`config.mk`:
```
export PLATFORM = sky130hd
export DESIGN_NAME = greek_to_latin_transliterator_flat
export DESIGN_NICKNAME = d
export VERILOG_FILES = /design/src/rtl/gtl_pkg.sv /design/src/rtl/gtl_channels.sv /design/src/rtl/gtl_front.sv /design/src/rtl/gtl_queue.sv /design/src/rtl/gtl_back.sv /design/src/rtl/greek_to_latin_transliterator.sv /design/src/flat_wrapper.sv
export SDC_FILE = /design/constraint.sdc
export NUM_CORES = 1
export LEC_CHECK = 0
export BUFFER_PORTS_ARGS = -buffer_cell sky130_fd_sc_hd__buf_2
export CAP_MARGIN = 0
export CORE_UTILIZATION = 50
export CTS_CLUSTER_SIZE = 30
export DETAILED_ROUTE_END_ITERATION = 6
export GPL_TIMING_DRIVEN = 0
export HOLD_SLACK_MARGIN = 0.1
export PLACE_DENSITY = 0.77
export SKIP_CTS_REPAIR_TIMING = 1
export SYNTH_ARGS = -nofsm -noshare
export SYNTH_HDL_FRONTEND = slang
export SYNTH_SLANG_ARGS = --single-unit
```
`constraint.sdc`:
```
create_clock -name clk -period 8.7 [get_ports clk]
set_clock_uncertainty 0.1 [all_clocks]
set_input_delay 0.87 -clock clk [delete_from_list [all_inputs] [get_ports clk]]
set_output_delay 0.87 -clock clk [all_outputs]
set_load 0.05 [all_outputs]
```
`src/rtl/gtl_pkg.sv`:
```
// Shared types, letter codes and the Greek-to-Latin glyph table for the transliterator.
package gtl_pkg;

	// ISO-8859-7 codes of the letters that take part in the nu/mu pairing rules.
	localparam logic [7:0] NU_SM  = 8'd237;
	localparam logic [7:0] NU_CAP = 8'd205;
	localparam logic [7:0] MU_SM  = 8'd236;
	localparam logic [7:0] MU_CAP = 8'd204;
	localparam logic [7:0] TAU_SM  = 8'd244;
	localparam logic [7:0] TAU_CAP = 8'd212;
	localparam logic [7:0] PI_SM   = 8'd240;
	localparam logic [7:0] PI_CAP  = 8'd208;

	localparam int unsigned QUEUE_DEPTH = 2;

	// Letter held back by the front end.
	typedef enum logic [6:0] {
		P_NONE   = 7'b0000001,
		P_SM_M   = 7'b0000010,
		P_SM_N   = 7'b0000100,
		P_CAP_N  = 7'b0001000,
		P_CAP_M  = 7'b0010000,
		P_OWE_D  = 7'b0100000,
		P_OWE_B  = 7'b1000000
	} pend_t;

	// Expansion of one input byte: len is 1 to 3, ch[0] goes out first.
	typedef struct packed {
		logic [1:0]      len;
		logic [2:0][7:0] ch;
	} glyph_t;

	// One queued item: up to four output bytes, chars[0] first.
	typedef struct packed {
		logic [1:0]      cnt_m1;
		logic [3:0][7:0] chars;
	} entry_t;

	typedef struct packed {
		logic   valid;
		entry_t entry;
	} push_t;

	typedef struct packed {
		logic full;
		logic empty;
	} qstat_t;

	typedef struct packed {
		logic pending_none;
	} fstat_t;

	function automatic glyph_t mk(input logic [1:0] len, input logic [7:0] c0,
			input logic [7:0] c1, input logic [7:0] c2);
		glyph_t g;
		g.len   = len;
		g.ch[0] = c0;
		g.ch[1] = c1;
		g.ch[2] = c2;
		return g;
	endfunction

	// Bytes without an entry pass through as themselves.
	function automatic glyph_t glyph(input logic [7:0] b);
		glyph_t g;
		case (b)
			8'd193: g = mk(2'd1, "A", 8'd0, 8'd0);
			8'd194: g = mk(2'd1, "V", 8'd0, 8'd0);
			8'd195: g = mk(2'd1, "G", 8'd0, 8'd0);
			8'd196: g = mk(2'd1, "D", 8'd0, 8'd0);
			8'd197: g = mk(2'd1, "E", 8'd0, 8'd0);
			8'd198: g = mk(2'd1, "Z", 8'd0, 8'd0);
			8'd199: g = mk(2'd1, "H", 8'd0, 8'd0);
			8'd200: g = mk(2'd1, "8", 8'd0, 8'd0);
			8'd201: g = mk(2'd1, "I", 8'd0, 8'd0);
			8'd202: g = mk(2'd1, "K", 8'd0, 8'd0);
			8'd203: g = mk(2'd1, "L", 8'd0, 8'd0);
			8'd204: g = mk(2'd1, "M", 8'd0, 8'd0);
			8'd205: g = mk(2'd1, "N", 8'd0, 8'd0);
			8'd206: g = mk(2'd2, "K", "S", 8'd0);
			8'd207: g = mk(2'd1, "O", 8'd0, 8'd0);
			8'd208: g = mk(2'd1, "P", 8'd0, 8'd0);
			8'd209: g = mk(2'd1, "R", 8'd0, 8'd0);
			8'd210: g = mk(2'd1, "S", 8'd0, 8'd0);
			8'd211: g = mk(2'd1, "S", 8'd0, 8'd0);
			8'd212: g = mk(2'd1, "T", 8'd0, 8'd0);
			8'd213: g = mk(2'd1, "Y", 8'd0, 8'd0);
			8'd214: g = mk(2'd1, "F", 8'd0, 8'd0);
			8'd215: g = mk(2'd1, "X", 8'd0, 8'd0);
			8'd216: g = mk(2'd2, "P", "S", 8'd0);
			8'd217: g = mk(2'd1, "W", 8'd0, 8'd0);
			8'd225: g = mk(2'd1, "a", 8'd0, 8'd0);
			8'd226: g = mk(2'd1, "v", 8'd0, 8'd0);
			8'd227: g = mk(2'd1, "g", 8'd0, 8'd0);
			8'd228: g = mk(2'd1, "d", 8'd0, 8'd0);
			8'd229: g = mk(2'd1, "e", 8'd0, 8'd0);
			8'd230: g = mk(2'd1, "z", 8'd0, 8'd0);
			8'd231: g = mk(2'd1, "h", 8'd0, 8'd0);
			8'd232: g = mk(2'd1, "8", 8'd0, 8'd0);
			8'd233: g = mk(2'd1, "i", 8'd0, 8'd0);
			8'd234: g = mk(2'd1, "k", 8'd0, 8'd0);
			8'd235: g = mk(2'd1, "l", 8'd0, 8'd0);
			8'd236: g = mk(2'd1, "m", 8'd0, 8'd0);
			8'd237: g = mk(2'd1, "n", 8'd0, 8'd0);
			8'd238: g = mk(2'd2, "k", "s", 8'd0);
			8'd239: g = mk(2'd1, "o", 8'd0, 8'd0);
			8'd240: g = mk(2'd1, "p", 8'd0, 8'd0);
			8'd241: g = mk(2'd1, "r", 8'd0, 8'd0);
			8'd242: g = mk(2'd1, "s", 8'd0, 8'd0);
			8'd243: g = mk(2'd1, "s", 8'd0, 8'd0);
			8'd244: g = mk(2'd1, "t", 8'd0, 8'd0);
			8'd245: g = mk(2'd1, "y", 8'd0, 8'd0);
			8'd246: g = mk(2'd1, "f", 8'd0, 8'd0);
			8'd247: g = mk(2'd1, "x", 8'd0, 8'd0);
			8'd248: g = mk(2'd2, "p", "s", 8'd0);
			8'd249: g = mk(2'd1, "w", 8'd0, 8'd0);
			8'd182: g = mk(2'd2, "'", "A", 8'd0);
			8'd184: g = mk(2'd2, "'", "E", 8'd0);
			8'd185: g = mk(2'd2, "'", "H", 8'd0);
			8'd186: g = mk(2'd2, "'", "I", 8'd0);
			8'd188: g = mk(2'd2, "'", "O", 8'd0);
			8'd190: g = mk(2'd2, "'", "Y", 8'd0);
			8'd191: g = mk(2'd2, "'", "W", 8'd0);
			8'd220: g = mk(2'd2, "a", "'", 8'd0);
			8'd221: g = mk(2'd2, "e", "'", 8'd0);
			8'd222: g = mk(2'd2, "h", "'", 8'd0);
			8'd223: g = mk(2'd2, "i", "'", 8'd0);
			8'd252: g = mk(2'd2, "o", "'", 8'd0);
			8'd253: g = mk(2'd2, "y", "'", 8'd0);
			8'd254: g = mk(2'd2, "w", "'", 8'd0);
			8'd192: g = mk(2'd3, "i", "'", "\"");
			8'd250: g = mk(2'd2, "i", "\"", 8'd0);
			8'd218: g = mk(2'd2, "\"", "I", 8'd0);
			8'd224: g = mk(2'd3, "y", "'", "\"");
			8'd251: g = mk(2'd2, "y", "\"", 8'd0);
			8'd219: g = mk(2'd2, "\"", "Y", 8'd0);
			default: g = mk(2'd1, b, 8'd0, 8'd0);
		endcase
		return g;
	endfunction

endpackage

```
`src/rtl/gtl_channels.sv`:
```
// Valid/ready channel interfaces for the input bytes and the output characters.
interface gtl_in_if;
	logic       valid;
	logic       ready;
	logic [7:0] byte_in;
	logic       flush;

	modport source (output valid, output byte_in, output flush, input ready);
	modport sink (input valid, input byte_in, input flush, output ready);
endinterface

interface gtl_out_if;
	logic       valid;
	logic       ready;
	logic [7:0] char_out;
	logic       last;

	modport source (output valid, output char_out, output last, input ready);
	modport sink (input valid, input char_out, input last, output ready);
endinterface

```
`src/rtl/gtl_front.sv`:
```
// Front end: accepts input beats, tracks the pending letter and builds output entries.
module gtl_front (
	input  logic              clk,
	input  logic              arst_n,
	gtl_in_if.sink            in_ch,
	input  gtl_pkg::qstat_t   qstat,
	output gtl_pkg::push_t    push,
	output gtl_pkg::fstat_t   fstat
);

	gtl_pkg::pend_t  st_q;
	gtl_pkg::pend_t  ns;
	gtl_pkg::pend_t  idle_ns;
	gtl_pkg::glyph_t g;
	logic            idle_body;
	logic            pre_v;
	logic [7:0]      pre_ch;
	logic            body_v;
	logic [2:0]      total;
	logic [3:0][7:0] chars;
	logic            fire;
	logic [7:0]      b;

	assign b           = in_ch.byte_in;
	assign in_ch.ready = !qstat.full;
	assign fire        = in_ch.valid && in_ch.ready;

	// What a byte does when no letter is held.
	always_comb begin
		idle_ns   = gtl_pkg::P_NONE;
		idle_body = 1'b0;
		case (b)
			gtl_pkg::NU_SM:  idle_ns = gtl_pkg::P_SM_N;
			gtl_pkg::NU_CAP: idle_ns = gtl_pkg::P_CAP_N;
			gtl_pkg::MU_SM:  idle_ns = gtl_pkg::P_SM_M;
			gtl_pkg::MU_CAP: idle_ns = gtl_pkg::P_CAP_M;
			default:         idle_body = 1'b1;
		endcase
	end

	always_comb begin
		g      = gtl_pkg::glyph(b);
		pre_v  = 1'b0;
		pre_ch = 8'd0;
		body_v = 1'b0;
		ns     = gtl_pkg::P_NONE;
		if (in_ch.flush) begin
			pre_v = 1'b1;
			case (st_q)
				gtl_pkg::P_SM_M:  pre_ch = "m";
				gtl_pkg::P_SM_N:  pre_ch = "n";
				gtl_pkg::P_CAP_N: pre_ch = "N";
				gtl_pkg::P_CAP_M: pre_ch = "M";
				gtl_pkg::P_OWE_D: pre_ch = "D";
				gtl_pkg::P_OWE_B: pre_ch = "B";
				default:          pre_v  = 1'b0;
			endcase
		end else begin
			case (st_q)
				gtl_pkg::P_SM_N: begin
					pre_v = 1'b1;
					if (b == gtl_pkg::TAU_SM || b == gtl_pkg::TAU_CAP) begin
						pre_ch = "d";
					end else begin
						pre_ch = "n";
						body_v = 1'b1;
					end
				end
				gtl_pkg::P_SM_M: begin
					pre_v = 1'b1;
					if (b == gtl_pkg::PI_SM || b == gtl_pkg::PI_CAP) begin
						pre_ch = "b";
					end else begin
						pre_ch = "m";
						body_v = 1'b1;
					end
				end
				gtl_pkg::P_CAP_N: begin
					if (b == gtl_pkg::TAU_SM) begin
						ns = gtl_pkg::P_OWE_D;
					end else if (b == gtl_pkg::TAU_CAP) begin
						pre_v  = 1'b1;
						pre_ch = "D";
					end else begin
						pre_v  = 1'b1;
						pre_ch = "N";
						body_v = 1'b1;
					end
				end
				gtl_pkg::P_CAP_M: begin
					if (b == gtl_pkg::PI_SM) begin
						ns = gtl_pkg::P_OWE_B;
					end else if (b == gtl_pkg::PI_CAP) begin
						pre_v  = 1'b1;
						pre_ch = "B";
					end else begin
						pre_v  = 1'b1;
						pre_ch = "M";
						body_v = 1'b1;
					end
				end
				gtl_pkg::P_OWE_D: begin
					pre_v  = 1'b1;
					pre_ch = "D";
					ns     = idle_ns;
					body_v = idle_body;
				end
				gtl_pkg::P_OWE_B: begin
					pre_v  = 1'b1;
					pre_ch = "B";
					ns     = idle_ns;
					body_v = idle_body;
				end
				default: begin
					ns     = idle_ns;
					body_v = idle_body;
				end
			endcase
		end
	end

	// Pack the prefix letter and the glyph into one entry.
	always_comb begin
		chars = '0;
		if (pre_v) begin
			chars[0]   = pre_ch;
			chars[3:1] = g.ch;
			total      = body_v ? ({1'b0, g.len} + 3'd1) : 3'd1;
		end else begin
			chars[2:0] = g.ch;
			total      = body_v ? {1'b0, g.len} : 3'd0;
		end
	end

	assign push.valid        = fire && (total != 3'd0);
	assign push.entry.chars  = chars;
	assign push.entry.cnt_m1 = 2'(total - 3'd1);
	assign fstat.pending_none = (st_q == gtl_pkg::P_NONE);

	always_ff @(posedge clk or negedge arst_n) begin
		if (!arst_n) begin
			st_q <= gtl_pkg::P_NONE;
		end else if (fire) begin
			st_q <= ns;
		end
	end

endmodule

```
`src/rtl/gtl_queue.sv`:
```
// Two-entry queue that decouples the front end from the output sequencer.
module gtl_queue (
	input  logic             clk,
	input  logic             arst_n,
	input  gtl_pkg::push_t   push,
	input  logic             pop,
	output gtl_pkg::entry_t  head,
	output gtl_pkg::qstat_t  qstat
);

	localparam int unsigned AW = $clog2(gtl_pkg::QUEUE_DEPTH);

	gtl_pkg::entry_t mem_q [gtl_pkg::QUEUE_DEPTH];
	logic [AW-1:0]   wr_ptr_q;
	logic [AW-1:0]   rd_ptr_q;
	logic [AW:0]     count_q;
	logic            do_push;
	logic            do_pop;

	assign qstat.full  = (count_q == (AW+1)'(gtl_pkg::QUEUE_DEPTH));
	assign qstat.empty = (count_q == '0);
	assign do_push     = push.valid && !qstat.full;
	assign do_pop      = pop && !qstat.empty;
	assign head        = mem_q[rd_ptr_q];

	always_ff @(posedge clk) begin
		if (do_push) begin
			mem_q[wr_ptr_q] <= push.entry;
		end
	end

	always_ff @(posedge clk or negedge arst_n) begin
		if (!arst_n) begin
			wr_ptr_q <= '0;
			rd_ptr_q <= '0;
			count_q  <= '0;
		end else begin
			if (do_push) begin
				wr_ptr_q <= AW'((wr_ptr_q + 1'b1) % gtl_pkg::QUEUE_DEPTH);
			end
			if (do_pop) begin
				rd_ptr_q <= AW'((rd_ptr_q + 1'b1) % gtl_pkg::QUEUE_DEPTH);
			end
			count_q <= count_q + (AW+1)'(do_push) - (AW+1)'(do_pop);
		end
	end

endmodule

```
`src/rtl/gtl_back.sv`:
```
// Output sequencer: sends the bytes of each queued entry, one beat per cycle while the sink is ready.
module gtl_back (
	input  logic             clk,
	input  logic             arst_n,
	input  gtl_pkg::entry_t  head,
	input  gtl_pkg::qstat_t  qstat,
	output logic             pop,
	gtl_out_if.source        out_ch
);

	gtl_pkg::entry_t cur_q;
	logic            cur_valid_q;
	logic [1:0]      idx_q;
	logic            is_last;
	logic            fire;

	assign is_last         = (idx_q == cur_q.cnt_m1);
	assign fire            = out_ch.valid && out_ch.ready;
	assign out_ch.valid    = cur_valid_q;
	assign out_ch.char_out = cur_q.chars[idx_q];
	assign out_ch.last     = is_last;
	assign pop             = !qstat.empty && (!cur_valid_q || (fire && is_last));

	always_ff @(posedge clk) begin
		if (pop) begin
			cur_q <= head;
		end
	end

	always_ff @(posedge clk or negedge arst_n) begin
		if (!arst_n) begin
			cur_valid_q <= 1'b0;
			idx_q       <= '0;
		end else begin
			if (pop) begin
				cur_valid_q <= 1'b1;
				idx_q       <= '0;
			end else if (fire) begin
				if (is_last) begin
					cur_valid_q <= 1'b0;
				end else begin
					idx_q <= idx_q + 2'd1;
				end
			end
		end
	end

endmodule

```
`src/rtl/greek_to_latin_transliterator.sv`:
```
// Top level of the ISO-8859-7 to Latin transliterator.
// Path: an accepted input beat is written into the queue, and the sequencer then loads it
// into its current-entry register, which drives the first output byte.
// Throughput: one input beat per cycle while the two-entry queue has room; the output
// sequencer sends one byte per cycle while the sink is ready, and an item gives 0 to 4 bytes.
// Reset (arst_n low, asynchronous) clears the held letter, the queue and the sequencer.
module greek_to_latin_transliterator (
	input  logic       clk,
	input  logic       arst_n,
	gtl_in_if.sink     in_ch,
	gtl_out_if.source  out_ch
);

	// The front end decides, per input beat, the whole run of output bytes it causes,
	// including any letter that was held back from earlier beats. Items that cause
	// no output (a nu or mu that is held, or a flush with nothing held) leave no entry.
	gtl_pkg::push_t  push;
	gtl_pkg::qstat_t qstat;
	gtl_pkg::fstat_t fstat;
	gtl_pkg::entry_t head;
	logic            pop;

	gtl_front u_front (
		.clk    (clk),
		.arst_n (arst_n),
		.in_ch  (in_ch),
		.qstat  (qstat),
		.push   (push),
		.fstat  (fstat)
	);

	// The queue lets the front end keep taking beats while the sequencer is
	// still working through a long entry or the output side is stalled.
	gtl_queue u_queue (
		.clk    (clk),
		.arst_n (arst_n),
		.push   (push),
		.pop    (pop),
		.head   (head),
		.qstat  (qstat)
	);

	// The sequencer holds one entry and walks through its bytes; it takes the
	// next entry in the same cycle that the last byte of the current one leaves.
	gtl_back u_back (
		.clk    (clk),
		.arst_n (arst_n),
		.head   (head),
		.qstat  (qstat),
		.pop    (pop),
		.out_ch (out_ch)
	);

	// A flush always leaves nothing held.
	a_flush_clears: assert property (@(posedge clk) disable iff (!arst_n)
		(in_ch.valid && in_ch.ready && in_ch.flush) |=> fstat.pending_none)
		else $error("held letter survived a flush");

	// The queue can never be full and empty at once.
	a_queue_sane: assert property (@(posedge clk) disable iff (!arst_n)
		!(qstat.full && qstat.empty))
		else $error("queue status inconsistent");

	// An idle sequencer picks up a waiting entry in the next cycle.
	a_no_idle_wait: assert property (@(posedge clk) disable iff (!arst_n)
		(!qstat.empty && !out_ch.valid) |=> out_ch.valid)
		else $error("sequencer idle while the queue holds an entry");

endmodule

```
`src/flat_wrapper.sv`:
```
// flat-port wrapper written by rule: the top's interface ports become plain ports
module greek_to_latin_transliterator_flat 
  (clk, arst_n, in_ch_valid, in_ch_byte_in, in_ch_flush, in_ch_ready, out_ch_valid, out_ch_char_out, out_ch_last, out_ch_ready);
  gtl_in_if in_ch_i ();
  gtl_out_if out_ch_i ();
  input  logic clk;
  input  logic arst_n;
  input wire logic [$bits(in_ch_i.valid)-1:0] in_ch_valid;
  input wire logic [$bits(in_ch_i.byte_in)-1:0] in_ch_byte_in;
  input wire logic [$bits(in_ch_i.flush)-1:0] in_ch_flush;
  output wire logic [$bits(in_ch_i.ready)-1:0] in_ch_ready;
  output wire logic [$bits(out_ch_i.valid)-1:0] out_ch_valid;
  output wire logic [$bits(out_ch_i.char_out)-1:0] out_ch_char_out;
  output wire logic [$bits(out_ch_i.last)-1:0] out_ch_last;
  input wire logic [$bits(out_ch_i.ready)-1:0] out_ch_ready;
  assign in_ch_i.valid = in_ch_valid;
  assign in_ch_i.byte_in = in_ch_byte_in;
  assign in_ch_i.flush = in_ch_flush;
  assign in_ch_ready = in_ch_i.ready;
  assign out_ch_valid = out_ch_i.valid;
  assign out_ch_char_out = out_ch_i.char_out;
  assign out_ch_last = out_ch_i.last;
  assign out_ch_i.ready = out_ch_ready;
  greek_to_latin_transliterator u_core (.clk(clk), .arst_n(arst_n), .in_ch(in_ch_i), .out_ch(out_ch_i));
endmodule
```
==> metrics.yaml <==
outcome:
  status: "completed"
cells_and_area:
  post-route-util_pct: 57.3
  diodes: 0
  nNetsFinal: 558
  area_delta_synth_final_pct: 9.28
  final_layout_size_suffix_gt1_share_pct: 21.6
  final.fill_count: 914
  stdcell_area_sq_um: 6000
synthesis:
  synth_seq_cells: 92
  syn_avg_cell_area_sq_um: 10.9
  synth_compound_area_share_pct: 17.0
  synth_largest_type_area_fraction_pct: 42.7
  yosysSeqAreaShare_pct: 49.1
  synth_common_cells: "edfxtp_1 (78), nand2_1 (33), o21ai_0 (33)"
  ys_warn_count: 0
  synth_top_area_cell: "edfxtp_1"
  async_reset_ff_share_pct: 15.2
  synth_xor_area_share_pct: 2.53
  syn_inst: 505
  ys.flop_type: "edfxtp_1"
  synth_cell_types: 75
  synth-adder-area-share_pct: 0.912
  syn-num-nets: 522
  syn-cell-area_sq_um: 5490
  yosysMostFrequentCell: "edfxtp_1"
  synth_edf_count: 78
  synth_area_leaders: "edfxtp_1 (43%), dfrtp_1 (5.9%), mux2_2 (5.7%), o21ai_0 (3.0%), nand2_1 (2.3%)"
  synth.area.mux_share_pct: 8.76
  yosys.area_share.simple_pct: 17.4
  synth_top_family_by_area: "simple AND/OR/NAND/NOR gates"
timing:
  fin_crit_sh_pct: 58.2
  relSlewSlack_pct: 38.0
  fin_crit_ps: 5060
  tightest_slew_ps: 917
  setup_violations: 0
  final_max_slew_viol_count: 0
  tns_ps: 0
  finalHoldViolations: 0
  grt_setup_unrepaired: "no"
  fmax_ghz: 0.198
drt:
  remaining_drc_errors: 0
  wirelength_um: 14100
  wl_per_cell_um: 20.7
  ant_nets: 0
  viasPerCell: 6.28
  dr.pass1.iters: 6
  first_iter_violations: 292
  vias: 4283
floorplan:
  start_util_pct: 52.4
  die_width_um: 107
  num_rows: 37
  boundaryPins: 24
  die_area_sq_um: 11400
  core_sq_um: 10500
  die_h_um: 107
power_and_ir_drop:
  power_density_nw_per_um2: 238
  power.total_mw: 1.43
  leakage_nw: 2.14
  ir_drop_mv: 0.202
global_route:
  first_global_vias: 4151
  grt_start_max_net_pins: 27
  groute.usage.overall_pct: 25.8
  grt_overflow: 0
  grt_pass1_wl_um: 22500
  antenna_found_initial: 0
min_path:
  hp-class: "primary input to async pin"
setup_path:
  cp-end-kind: "register"
  rrSetupSlack_ps: 4830
  rr_endpoint: "u_core.u_queue.mem_q[1][3]$_DFFE_PP_"
  cp_max_fo: 26
  startpoint_type: "primary input"
  cp_common_cell: "buf_2"
  reg2reg_from: "u_core.u_front.st_q[3]$_DFFE_PN0P_"
  cp_slowest_cell: "nor4b_1"
  crit_required_ps: 8580
  worstSetupPathType: "primary input to register"
  r2r_cells: 10
  arrival_ps: 4940
  path_cells: "buf_2 > buf_2 > buf_2 > nor4_2 > a2111oi_0 > nor4b_1 > nand2_1 > ha_1 > mux2i_1 > or3_1 > ha_1 > o32a_4 > nor2b_4"
  slowest_delay_ps: 830
clocking:
  clockRootBuffer: "clkbuf_8"
  clkLatencyLatePin_ps: 360
  clk_pin_slew_ps: 100
  cts_buffers: 9
  clockBufferDepth: 2
  cts_tree: "built"
  h-tree-depth: 3
  clock_sinks: 92
placement:
  place_hpwl_um: 10500
  gpl.final_weighted_congestion: 0.913
  post_dp_cell_area_sq_um: 5810
  port_buffers: 23
run:
  max_cap_viol_count: 0
cell usage in the layout, fill, tap and decap left out, drive strengths merged, types with 9 or more instances in the layout:
| master | synthesis | layout |
|---|---|---|
| dfrtp | 13 | 13 |
| mux2i | 12 | 12 |
| and3 | 10 | 10 |
| a31oi | 10 | 10 |
| or3 | 9 | 9 |
| a21oi | 22 | 22 |
| nand3 | 9 | 9 |
| xnor2 | 9 | 9 |
| nor3 | 17 | 17 |
| mux2 | 28 | 28 |
| edfxtp | 78 | 78 |
| clkbuf | 12 | 21 |
| buf | 31 | 56 |
| nor2b | 9 | 9 |
| o21ai | 34 | 34 |
| o31ai | 11 | 11 |
| nand2 | 33 | 33 |
| inv | 7 | 10 |
| nor2 | 30 | 30 |
stage by stage:
step,hold WS [ps],std cells,setup WS [ps]
global route,298,682,3360
floorplan,368,505,3810
detailed placement,413,666,2910
finish,293,682,3640
global placement,384,664,2240
CTS,299,682,3270
final cells by class:
class / instances / area, sq um / area share, %
sequential: 92 / 2690 / 44.9
multi-input combinational: 363 / 2570 / 42.8
buffer: 43 / 210 / 3.51
tap: 136 / 170 / 2.84
timing repair buffer: 25 / 145 / 2.42
clock buffer: 9 / 124 / 2.07
clock inverter: 7 / 58.8 / 0.981
inverter: 7 / 26.3 / 0.438
worst max-delay path: cells and delay by family:
| family | cells | cell delay [ps] |
|---|---|---|
| compound gates | 2 | 380 |
| fa+ha+maj | 2 | 520 |
| simple gates | 5 | 2600 |
| buf+inv | 3 | 500 |
| mux | 1 | 50 |
cells by family after synthesis:
group,Yosys count
muxes,42
adders and majority gates,4
and+or+nand+nor,167
DFF,92
AOI/OAI and AO/OA,135
buffers and inverters,50
xor gates and xnor gates,15
state kept, by name, indices dropped and copies added (netlist names):
name / count
u_core.u_front.st_q: 7
u_core.u_back.out_ch.valid: 1
u_core.u_queue.wr_ptr_q: 1
u_core.u_queue.rd_ptr_q: 1
u_core.u_back.idx_q: 2
u_core.u_queue.mem_q: 52
u_core.u_back.cur_q: 26
u_core.u_queue.count_q: 2
metal layers:
layer	GRT usage, %	up-vias	wire length [um]
met4	11.2	0	549
met5	0	-	0
li1	-	2018	-
met1	32.2	2040	5910
met3	5.47	42	909
met2	43.3	183	6760
report_power, final:
part / switching [mW] / internal [mW] / leakage (nW)
sequential: 0.0360 / 0.593 / 0.899
clock: 0.156 / 0.108 / 0.0921
combinational: 0.350 / 0.182 / 1.15
worst max-delay path by stage:
stage                                start                                     to  slack (ps)
after floorplan           in_ch_byte_in[1]   u_core.u_queue.mem_q[0][0]$_DFFE_PP_        3810
after global placement    in_ch_byte_in[1]   u_core.u_queue.mem_q[0][6]$_DFFE_PP_        2240
after detailed placement  in_ch_byte_in[1]  u_core.u_queue.mem_q[1][15]$_DFFE_PP_        2910
after CTS                 in_ch_byte_in[1]  u_core.u_queue.mem_q[1][22]$_DFFE_PP_        3270
after global routing      in_ch_byte_in[1]  u_core.u_queue.mem_q[1][22]$_DFFE_PP_        3360
final                     in_ch_byte_in[1]   u_core.u_queue.mem_q[1][3]$_DFFE_PP_        3640
Power figures use the tool's default switching activity.
